### config.mk
export PLATFORM = sky130hd
export DESIGN_NAME = ppm_frame_decoder_top
export DESIGN_NICKNAME = d
export VERILOG_FILES = /design/src/rtl/ppmfd_pkg.sv /design/src/rtl/ppmfd_in_stage.sv /design/src/rtl/ppmfd_decode.sv /design/src/rtl/ppm_frame_decoder_top.sv
export SDC_FILE = /design/constraint.sdc
export NUM_CORES = 1
export LEC_CHECK = 0
export BUFFER_PORTS_ARGS = -buffer_cell sky130_fd_sc_hd__buf_2
export CAP_MARGIN = 10
export CORE_MARGIN = 2
export CORE_UTILIZATION = 40
export DETAILED_ROUTE_END_ITERATION = 12
export SYNTH_ARGS = -nofsm -noshare
export SYNTH_HDL_FRONTEND = slang
export SYNTH_SLANG_ARGS = --single-unit
### constraint.sdc
create_clock -name clk -period 14.6 [get_ports clk]
set_input_delay 0 -clock clk [delete_from_list [all_inputs] [get_ports clk]]
set_output_delay 0 -clock clk [all_outputs]
set_load 0.005 [all_outputs]
### src/rtl/ppmfd_pkg.sv
// ppmfd_pkg: types, constants and helper functions for the ppm frame decoder
// used by every module of the decoder, depends on nothing
`default_nettype none

package ppmfd_pkg;

	localparam int TIMER_BITS = 16;
	localparam int CAP_W      = 16;
	localparam int PERIOD_W   = 17;
	localparam int SLOT_W     = 7;
	localparam int ANALOG_W   = 7;
	localparam int SW_W       = 2;
	localparam int IDLE_W     = 7;
	localparam int CHAN_W     = 3;
	localparam int NUM_SLOTS  = 6;
	localparam int NUM_ANALOG = 4;
	localparam int DATA_W     = 40;

	localparam logic [CAP_W-1:0] TIMER_MASK = (TIMER_BITS >= CAP_W) ? {CAP_W{1'b1}} :
		CAP_W'((64'd1 << TIMER_BITS) - 64'd1);

	localparam logic [PERIOD_W-1:0] PERIOD_RESET = PERIOD_W'(65536);

	// round to tenths: (x + 5) * ceil(2^21 / 10) >> 21, exact for x below 2^17
	localparam int XR_W        = 18;
	localparam int QUOT_W      = 15;
	localparam int RECIP_SHIFT = 21;
	localparam logic [XR_W-1:0]   RECIP_10   = XR_W'(209716);
	localparam logic [XR_W-1:0]   ROUND_HALF = XR_W'(5);

	localparam logic [QUOT_W-1:0] SYNC_LIMIT  = QUOT_W'(500);
	localparam logic [QUOT_W-1:0] SLOT_OFFSET = QUOT_W'(100);
	localparam logic [QUOT_W-1:0] SLOT_TOP    = QUOT_W'(200);
	localparam logic [SLOT_W-1:0] SLOT_MAX    = SLOT_W'(100);
	localparam logic [SLOT_W-1:0] CENTRE      = SLOT_W'(50);
	localparam logic [SLOT_W-1:0] SW_UP_BELOW   = SLOT_W'(25);
	localparam logic [SLOT_W-1:0] SW_DOWN_ABOVE = SLOT_W'(75);
	localparam logic [IDLE_W-1:0] IDLE_LIMIT  = IDLE_W'(100);
	localparam logic [CHAN_W-1:0] CHAN_WAIT   = CHAN_W'(0);
	localparam logic [CHAN_W-1:0] CHAN_FIRST  = CHAN_W'(1);
	localparam logic [CHAN_W-1:0] CHAN_LAST   = CHAN_W'(NUM_SLOTS);

	localparam logic KIND_EDGE = 1'b0;
	localparam logic KIND_TICK = 1'b1;

	typedef enum logic [SW_W-1:0] {
		SW_NONE = 2'd0,
		SW_UP   = 2'd1,
		SW_DOWN = 2'd2
	} switch_t;

	typedef struct packed {
		logic             kind;
		logic [CAP_W-1:0] capture_value;
	} item_t;

	typedef struct packed {
		logic  valid;
		item_t item;
	} stage_t;

	typedef struct packed {
		logic                       frame_synced;
		logic                       link_alive;
		switch_t                    right_switch;
		switch_t                    left_switch;
		logic signed [ANALOG_W-1:0] analog_3;
		logic signed [ANALOG_W-1:0] analog_2;
		logic signed [ANALOG_W-1:0] analog_1;
		logic signed [ANALOG_W-1:0] analog_0;
		logic                       frame_done;
	} result_t;

	function automatic switch_t to_switch(input logic [SLOT_W-1:0] v);
		switch_t s;
		if (v < SW_UP_BELOW)
			s = SW_UP;
		else if (v > SW_DOWN_ABOVE)
			s = SW_DOWN;
		else
			s = SW_NONE;
		return s;
	endfunction

endpackage

`default_nettype wire

### src/rtl/ppmfd_in_stage.sv
// ppmfd_in_stage: input register of the decoder, takes one request a cycle while the decode stage advances
// depends on ppmfd_pkg
`default_nettype none

module ppmfd_in_stage
	import ppmfd_pkg::*;
(
	input  wire logic   clk,
	input  wire logic   arst_n,
	input  wire logic   in_valid,
	output logic        in_ready,
	input  wire item_t  in_item,
	input  wire logic   advance,
	output stage_t      stage
);

	logic  valid_s1;
	item_t item_s1;

	assign in_ready = !valid_s1 || advance;

	always_ff @(posedge clk or negedge arst_n) begin
		if (!arst_n) begin
			valid_s1 <= 1'b0;
		end else if (in_ready) begin
			valid_s1 <= in_valid;
		end
	end

	always_ff @(posedge clk) begin
		if (in_valid && in_ready) begin
			item_s1 <= in_item;
		end
	end

	assign stage.valid = valid_s1;
	assign stage.item  = item_s1;

endmodule

`default_nettype wire

### src/rtl/ppmfd_decode.sv
// ppmfd_decode: edge timing, channel sequencing, latched outputs and result register
// depends on ppmfd_pkg
`default_nettype none

module ppmfd_decode
	import ppmfd_pkg::*;
(
	input  wire logic                clk,
	input  wire logic                arst_n,
	input  wire logic                cfg_we,
	input  wire logic [PERIOD_W-1:0] cfg_wdata,
	input  wire stage_t              stage,
	output logic                     advance,
	output logic                     out_valid,
	input  wire logic                out_ready,
	output result_t                  result
);

	logic [PERIOD_W-1:0] period_q;
	logic [CAP_W-1:0]    last_q;
	logic [CHAN_W-1:0]   chan_q;
	logic [IDLE_W-1:0]   idle_q;
	logic                synced_q;
	logic [SLOT_W-1:0]   slot_q [NUM_SLOTS];
	logic signed [ANALOG_W-1:0] analog_q [NUM_ANALOG];
	switch_t             left_q;
	switch_t             right_q;
	logic                out_valid_q;
	result_t             res_q;

	logic                fire;
	logic [CAP_W-1:0]    cur;
	logic [CAP_W+1:0]    diff;
	logic [CAP_W-1:0]    mag;
	logic [CAP_W+1:0]    wrapped;
	logic                neg_final;
	logic [XR_W-2:0]     x;
	logic [XR_W-1:0]     xr;
	logic [2*XR_W-1:0]   prod;
	logic [QUOT_W-1:0]   quot;
	logic                is_sync;
	logic [SLOT_W-1:0]   slot_val;
	logic [CHAN_W-1:0]   slot_idx;
	logic                slot_we;
	logic                latch;

	logic [CHAN_W-1:0]   chan_d;
	logic [IDLE_W-1:0]   idle_d;
	logic                synced_d;
	result_t             res_d;

	assign advance = !out_valid_q || out_ready;
	assign fire    = stage.valid && advance;

	// edge difference, wrapped by the timer period when it goes negative
	always_comb begin
		cur       = stage.item.capture_value & TIMER_MASK;
		diff      = {2'b00, cur} - {2'b00, last_q};
		mag       = last_q - cur;
		wrapped   = {1'b0, period_q} - {2'b00, mag};
		neg_final = diff[CAP_W+1] && wrapped[CAP_W+1];
		x         = diff[CAP_W+1] ? wrapped[XR_W-2:0] : {1'b0, diff[CAP_W-1:0]};
		xr        = {1'b0, x} + ROUND_HALF;
		prod      = {{XR_W{1'b0}}, xr} * {{XR_W{1'b0}}, RECIP_10};
		quot      = prod[RECIP_SHIFT +: QUOT_W];
		is_sync   = !neg_final && (quot > SYNC_LIMIT);
		if (neg_final || quot < SLOT_OFFSET)
			slot_val = '0;
		else if (quot > SLOT_TOP)
			slot_val = SLOT_MAX;
		else
			slot_val = SLOT_W'(quot - SLOT_OFFSET);
	end

	// channel sequencing and next state
	always_comb begin
		chan_d   = chan_q;
		idle_d   = idle_q;
		synced_d = synced_q;
		slot_we  = 1'b0;
		latch    = 1'b0;
		slot_idx = chan_q - CHAN_FIRST;
		if (stage.item.kind == KIND_TICK) begin
			if (idle_q < IDLE_LIMIT)
				idle_d = idle_q + IDLE_W'(1);
		end else begin
			idle_d = '0;
			if (is_sync) begin
				if (chan_q != CHAN_WAIT)
					synced_d = 1'b0;
				chan_d = CHAN_FIRST;
			end else if (chan_q == CHAN_WAIT) begin
				synced_d = 1'b0;
			end else begin
				slot_we = 1'b1;
				if (chan_q >= CHAN_LAST) begin
					synced_d = 1'b1;
					chan_d   = CHAN_WAIT;
					latch    = 1'b1;
				end else begin
					chan_d = chan_q + CHAN_W'(1);
				end
			end
		end
	end

	// result from the state after this request
	always_comb begin
		res_d.frame_done   = latch;
		res_d.link_alive   = idle_d < IDLE_LIMIT;
		res_d.frame_synced = synced_d;
		if (latch) begin
			res_d.analog_0     = ANALOG_W'(slot_q[0] - CENTRE);
			res_d.analog_1     = ANALOG_W'(slot_q[1] - CENTRE);
			res_d.analog_2     = ANALOG_W'(slot_q[2] - CENTRE);
			res_d.analog_3     = ANALOG_W'(slot_q[3] - CENTRE);
			res_d.left_switch  = to_switch(slot_q[4]);
			res_d.right_switch = to_switch(slot_val);
		end else begin
			res_d.analog_0     = analog_q[0];
			res_d.analog_1     = analog_q[1];
			res_d.analog_2     = analog_q[2];
			res_d.analog_3     = analog_q[3];
			res_d.left_switch  = left_q;
			res_d.right_switch = right_q;
		end
	end

	always_ff @(posedge clk or negedge arst_n) begin
		if (!arst_n) begin
			period_q    <= PERIOD_RESET;
			last_q      <= '0;
			chan_q      <= CHAN_WAIT;
			idle_q      <= '0;
			synced_q    <= 1'b0;
			analog_q    <= '{default: '0};
			left_q      <= SW_NONE;
			right_q     <= SW_NONE;
			out_valid_q <= 1'b0;
		end else begin
			if (cfg_we)
				period_q <= cfg_wdata;
			if (advance)
				out_valid_q <= stage.valid;
			if (fire) begin
				chan_q   <= chan_d;
				idle_q   <= idle_d;
				synced_q <= synced_d;
				if (stage.item.kind == KIND_EDGE)
					last_q <= cur;
				analog_q[0] <= res_d.analog_0;
				analog_q[1] <= res_d.analog_1;
				analog_q[2] <= res_d.analog_2;
				analog_q[3] <= res_d.analog_3;
				left_q      <= res_d.left_switch;
				right_q     <= res_d.right_switch;
			end
		end
	end

	always_ff @(posedge clk) begin
		if (fire && slot_we)
			slot_q[slot_idx] <= slot_val;
		if (fire)
			res_q <= res_d;
	end

	assign out_valid = out_valid_q;
	assign result    = res_q;

endmodule

`default_nettype wire

### src/rtl/ppm_frame_decoder_top.sv
// ppm_frame_decoder_top: six-channel pulse-position stream decoder
// path: input register, then result register on the master side
// throughput: one request per cycle unless m_tready holds the output, set by the
// single decode pass between the input register and the result register
// reset: arst_n clears all control state, the timer period returns to 65536
// depends on ppmfd_pkg, ppmfd_in_stage and ppmfd_decode
`default_nettype none

module ppm_frame_decoder_top
	import ppmfd_pkg::*;
(
	input  wire logic                clk,
	input  wire logic                arst_n,
	input  wire logic                cfg_we,
	input  wire logic [PERIOD_W-1:0] cfg_wdata,   // timer_period
	input  wire logic                s_tvalid,
	output logic                     s_tready,
	input  wire logic [CAP_W-1:0]    s_tdata,     // capture_value
	input  wire logic                s_tuser,     // kind
	output logic                     m_tvalid,
	input  wire logic                m_tready,
	output logic                     m_tlast,     // frame_done
	// analog_0, analog_1, analog_2, analog_3, left_switch, right_switch,
	// link_alive, frame_synced, zero fill
	output logic [DATA_W-1:0]        m_tdata
);

	item_t   in_item;
	stage_t  stage;
	logic    advance;
	result_t result;

	assign in_item.kind          = s_tuser;
	assign in_item.capture_value = s_tdata;

	ppmfd_in_stage u_in_stage (
		.clk      (clk),
		.arst_n   (arst_n),
		.in_valid (s_tvalid),
		.in_ready (s_tready),
		.in_item  (in_item),
		.advance  (advance),
		.stage    (stage)
	);

	ppmfd_decode u_decode (
		.clk       (clk),
		.arst_n    (arst_n),
		.cfg_we    (cfg_we),
		.cfg_wdata (cfg_wdata),
		.stage     (stage),
		.advance   (advance),
		.out_valid (m_tvalid),
		.out_ready (m_tready),
		.result    (result)
	);

	assign m_tlast = result.frame_done;
	assign m_tdata = {6'd0, result.frame_synced, result.link_alive, result.right_switch,
		result.left_switch, result.analog_3, result.analog_2, result.analog_1,
		result.analog_0};

endmodule

`default_nettype wire
==> metrics.md, run 1 <==
| Metric | Value |
|---|---|
| Outcome | `finished clean` |
| Commonest non-fill, non-tap cell in the layout | `inv_1` |
| PostCTS Resize Cnt | `0` |
| GRT overflow | `0` |
| # IOs | `82` |
| Final hold viol count | `0` |
| Root Driver | `clkbuf_16` |
| Post-DP HPWL | `28.69 mm` |
| Area fraction of the dominant cell type after synthesis | `0.1673` |
| DIE HEIGHT | `201.6 um` |
| Vias per cell | `5.191` |
| Initial antenna violation count | `0` |
| CTS tree | `done` |
| Area Overhead vs Synth | `12.03%` |
| Crit Path Max Fanout | `10` |
| #FFs+latches synth | `165` |
| Worst Path Arrival | `12.16 ns` |
| Post-Syn Area | `15620 sq um` |
| CP Class | `flop to flop` |
| Area contributors post-synth | `edfxtp_1 (17%), ha_1 (16%), fa_1 (12%)` |
| Die ar. | `40640 sq um` |
| Startpoint types | `flop` |
| Post-CTS setup buffers | `0` |
| Number of global-route vias before repair | `11360` |
| Cell taking the most area after synthesis | `edfxtp_1` |
| H-Tree Depth | `4` |
| Max Clock Freq | `0.08325 GHz` |
| Count of cell types in the netlist | `91` |
| RSZ-0062 raised after global routing | `false` |
| Met2 Use GR | `0.3090` |
| Slowest library cell on the worst path | `xnor2_1` |
| WL final | `35.65 mm` |
| Max cap viols | `0` |
| Synth Flop Type | `edfxtp_1` |
| Sequential area share after synthesis | `0.2924` |
| Tcrit/Tclk final | `0.8227` |
| Worst path max stage delay | `0.77 ns` |
| Worst Setup End Kind | `flop` |
| Final ANT Viol Nets | `0` |
| Fillers | `3679` |
| TritonRoute pass-1 iters | `5` |
| Max-slew violations | `0` |
| CTS max path bufs | `2` |
| Cells after synthesis | `1574` |
| Clock Sink Count | `165` |
| Avg Synthesized Cell Area | `9.921 sq um` |
| Starting Density | `0.4050` |
| Setup TNS Final | `0 ns` |
| Via Count | `11440` |
| Top Family by Delay on Critical Path | `adder cells` |
| Ant diodes | `0` |
| Synthesis Warnings | `0` |
| Actual slew at the worst max-slew pin | `0.9351 ns` |
| Port bufs | `75` |
| 1st-iter DRT viols | `522` |
| Gr usage total | `0.1809` |
| HP Class | `primary input to flop` |
| Async S/R FF share, synth | `0.4727` |
| CORE AREA | `38560 sq um` |
| Num CTS Buffers | `17` |
| NumNets Final | `2008` |
| Clock slew seen by the registers of the worst setup and hold paths | `0.07 ns` |
| Die width | `201.6 um` |
| Met3 usage | `0.02721` |
| DRC | `0` |
| Post-synth EDFFs | `87` |
| Dpl cell area | `16460 sq um` |
| Most used cell, CP | `ha_1` |
| Setup-failing EPs final | `0` |
| Post-route cell area | `17500 sq um` |
| Largest net degree at the start of global routing | `68` |
| Clk_lat worst skew | `0.44 ns` |
| Drt wl/cell | `16.17 um` |
| Cells after DPL | `2131` |
| Met1 usage | `0.2433` |
| Final min period | `12.01 ns` |
| Post-Route Skew | `0.02011 ns` |
| Placement row count | `72` |
| Layout cells sized above 1 | `0.1020` |
| Req. time, crit path | `14.74 ns` |
| First-pass GRT wire length | `58.82 mm` |
| Most frequent cells in the layout | `inv_1 (237), ha_1 (199), nand2_1 (99)` |
| Critical path buffer and inverter count | `5` |
| GRT busiest layer | `met2` |
| Relative slew slack | `0.3721` |
| Layout Cells excl Fill | `2204` |
| RD Place Congestion | `0.9137` |
| Hold_buf cts | `39` |
==> tightest hold or removal path, stage by stage <==
cell and delay [ns]:
buf_2 0.26, nand2_1 0.11, o21ai_0 0.07
==> flip-flops by register name, indices dropped and copies added (netlist names), 2 cells and up <==
register	flops
u_decode.result	35
u_decode.slot_q	35
u_decode.analog_q	28
u_decode.period_q	17
u_in_stage.stage	17
u_decode.last_q	16
u_decode.idle_q	7
u_decode.chan_q	3
u_decode.left_q	2
u_decode.right_q	2
==> layout make-up <==
type / count / area (sq um) / area share
sequential: 165 / 4566 / 0.2610
clock buffer: 17 / 425.4 / 0.02432
tap: 518 / 648.1 / 0.03705
inverter: 240 / 903.4 / 0.05163
timing repair buffer: 126 / 863.3 / 0.04935
multi-input combinational: 1123 / 9894 / 0.5655
clock inverter: 15 / 195.2 / 0.01116
==> per-stage QoR <==
step	worst slack (ns)	util	hold slack (ns)
finish	2.588	0.4538	0.04079
global route	1.596	0.4538	0.1047
CTS	2.320	0.4532	0.03775
detailed placement	2.383	0.4270	-0.1424
global placement	2.758	0.4270	-0.1461
floorplan	3.503	-	-0.2956
==> cells by family after synthesis <==
family | after synthesis | share of synthesized area
DFF | 165 | 0.2924
buffers and inverters | 291 | 0.07539
muxes | 68 | 0.04839
xor gates and xnor gates | 76 | 0.04311
other | 1 | 0.0002401
adders and majority gates | 296 | 0.2838
AOI/OAI and AO/OA | 340 | 0.1452
and+or+nand+nor | 337 | 0.1115
==> synth_stat cells, types with 30 or more instances <==
master    instances
nor2_1           62
ha_1            199
a21oi_1          73
o21ai_0          76
mux2_1           37
nand2_1          99
xnor2_1          45
fa_1             97
inv_1           237
o21ai_1          36
dfrtp_1          77
xor2_1           30
nor3_1           36
edfxtp_1         87
==> metal layers <==
layer  part of all wire  wire, um  vias to the layer above
met5                  0         0                        -
met2               0.49     17310                      189
met4              0.013       466                        0
met3              0.028       982                       34
met1               0.47     16890                     5527
li1                   -         -                     5692
==> final timing paths <==
path                                    endpoint  slack [ns]  cells past startpoint                   from
max reg2reg                u_decode.slot_q[4][5]        2.59                     43     u_decode.last_q[0]
min reg2reg                u_decode.analog_q[18]        0.48                      1  u_decode.analog_q[18]
max                        u_decode.slot_q[4][5]        2.59                     43     u_decode.last_q[0]
min                         u_decode.period_q[0]        0.04                      3                 cfg_we
max in group asynchronous     u_decode.left_q[0]       13.54                      3                 arst_n
min in group asynchronous  u_decode.analog_q[22]        0.31                      3                 arst_n
Power of run 1 is left out: the tool's default activity adds up to more than one toggle a clock period on the data nets, which glitch-free logic cannot reach.
==> run 2, diff against run 1 <==
==> constraint.sdc (replaced) <==
create_clock -name clk -period 12.05 [get_ports clk]
set_input_delay 0 -clock clk [delete_from_list [all_inputs] [get_ports clk]]
set_output_delay 0 -clock clk [all_outputs]
set_load 0.005 [all_outputs]
==> metrics.md, run 2 (synthesized netlist as in run 1, its figures left out) <==
| Metric | Value |
|---|---|
| Outcome | `finished clean` |
| Worst Setup End Kind | `flop` |
| Starting Density | `0.4050` |
| GRT overflow | `0` |
| TritonRoute pass-1 iters | `5` |
| Num CTS Buffers | `17` |
| Post-Route Skew | `0.01127 ns` |
| Worst Path Arrival | `11.59 ns` |
| Die ar. | `40640 sq um` |
| Final ANT Viol Nets | `0` |
| Met1 usage | `0.2391` |
| Relative slew slack | `0.2478` |
| Setup-failing EPs final | `0` |
| GRT busiest layer | `met2` |
| Port bufs | `75` |
| Clock Sink Count | `165` |
| Largest net degree at the start of global routing | `67` |
| HP Start | `cfg_we` |
| First-pass GRT wire length | `59.68 mm` |
| Die width | `201.6 um` |
| Drt wl/cell | `16.26 um` |
| NumNets Final | `2015` |
| Number of global-route vias before repair | `11750` |
| Vias per cell | `5.175` |
| RSZ-0062 raised after global routing | `false` |
| Ant diodes | `0` |
| Actual slew at the worst max-slew pin | `1.126 ns` |
| DRC | `0` |
| Initial antenna violation count | `0` |
| Slowest library cell on the worst path | `fa_1` |
| Startpoint types | `flop` |
| Post-CTS setup buffers | `0` |
| CP Class | `flop to flop` |
| Most frequent cells in the layout | `inv_1 (237), ha_1 (198), nand2_1 (99)` |
| Req. time, crit path | `12.25 ns` |
| Crit path from | `u_decode.last_q[0]` |
| Final min period | `11.39 ns` |
| Final hold viol count | `0` |
| Origin of the critical flop-to-flop path | `u_decode.last_q[0]` |
| HP Class | `primary input to flop` |
| Placement row count | `72` |
| Max cap viols | `0` |
| Via Count | `11440` |
| Max-slew violations | `0` |
| CTS tree | `done` |
| Met2 Use GR | `0.3183` |
| Worst path max stage delay | `0.53 ns` |
| Clock slew seen by the registers of the worst setup and hold paths | `0.08 ns` |
| Met3 usage | `0.02721` |
| Setup TNS Final | `0 ns` |
| H-Tree Depth | `4` |
| Tcrit/Tclk final | `0.9454` |
| CTS max path bufs | `2` |
| CORE AREA | `38560 sq um` |
| Hold WS | `0.04711 ns` |
| Clk_lat worst skew | `0.44 ns` |
| Post-DP HPWL | `29.04 mm` |
| Gr usage total | `0.1815` |
| Max Clock Freq | `0.08778 GHz` |
| 1st-iter DRT viols | `586` |
| DIE HEIGHT | `201.6 um` |
| RD Place Congestion | `0.9237` |
| # IOs | `82` |
| Crit Path Max Fanout | `24` |
| Commonest non-fill, non-tap cell in the layout | `inv_1` |
| Area Overhead vs Synth | `12.84%` |
| WL final | `35.94 mm` |
| Root Driver | `clkbuf_16` |
| Layout cells sized above 1 | `0.1122` |
[run 2: changes by cell type in the layout (fill, tap and decap cells not counted), moves of 2 or more]
cell / before / now
xnor2_2: 0 / 2
nor4_2: 2 / 0
xnor2_1: 45 / 43
nor4_4: 0 / 2
buf_4: 11 / 18
nor2b_1: 11 / 9
nor2b_2: 0 / 2
[run 2: metrics by stage]
stage	std cells	area, sq um	worst slack, ns	utilization
detailed placement	2138	16520	0.2935	0.4284
finish	2211	17620	0.6583	0.4570
floorplan	1579	15640	0.9525	-
global route	2211	17620	0.01852	0.4570
global placement	2138	16520	0.5252	0.4284
CTS	2209	17530	0.2480	0.4547
[run 2: repair_timing]
action                                  in CTS  in global routing
hold buffers                                39                  0
endpoints found under the setup margin       0                129
hold endpoints to repair                    65                  0
resized for setup                            0                 15
[run 2: final timing paths]
| kind | slack (ns) | endpoint | cells past startpoint |
|---|---|---|---|
| min reg2reg | 0.48 | u_decode.analog_q[6] | 1 |
| max | 0.66 | u_decode.result[6] | 45 |
| max in group asynchronous | 11.01 | u_decode.analog_q[23] | 3 |
| max reg2reg | 0.66 | u_decode.result[6] | 45 |
| min | 0.05 | u_decode.period_q[0] | 3 |
| min in group asynchronous | 0.33 | u_decode.analog_q[0] | 3 |
[run 2: per-layer routing]
layer,up-vias,routed length (um)
li1,5689,-
met1,5533,16760
met2,189,17680
met3,32,1101
met4,0,395
met5,-,0
[run 2: final cells by class]
class | instances | area [sq um]
Sequential cell | 165 | 4566
Clock buffer | 17 | 425.4
Tap cell | 518 | 648.1
Inverter | 240 | 905.9
Fill cell | 3732 | 20940
Multi-Input combinational cell | 1124 | 9967
Clock inverter | 15 | 197.7
Timing Repair Buffer | 132 | 910.9
[run 2: critical path, delay by kind of cell (launching register included)]
kind            cells  cell delay (ns)
compound gates     15             2.95
xor+xnor            4             0.67
fa+ha+maj          11             4.07
buf+inv             9             0.97
flops               1             0.39
mux                 1             0.37
simple gates        5             1.71
Power of run 2 is left out for the same reason.
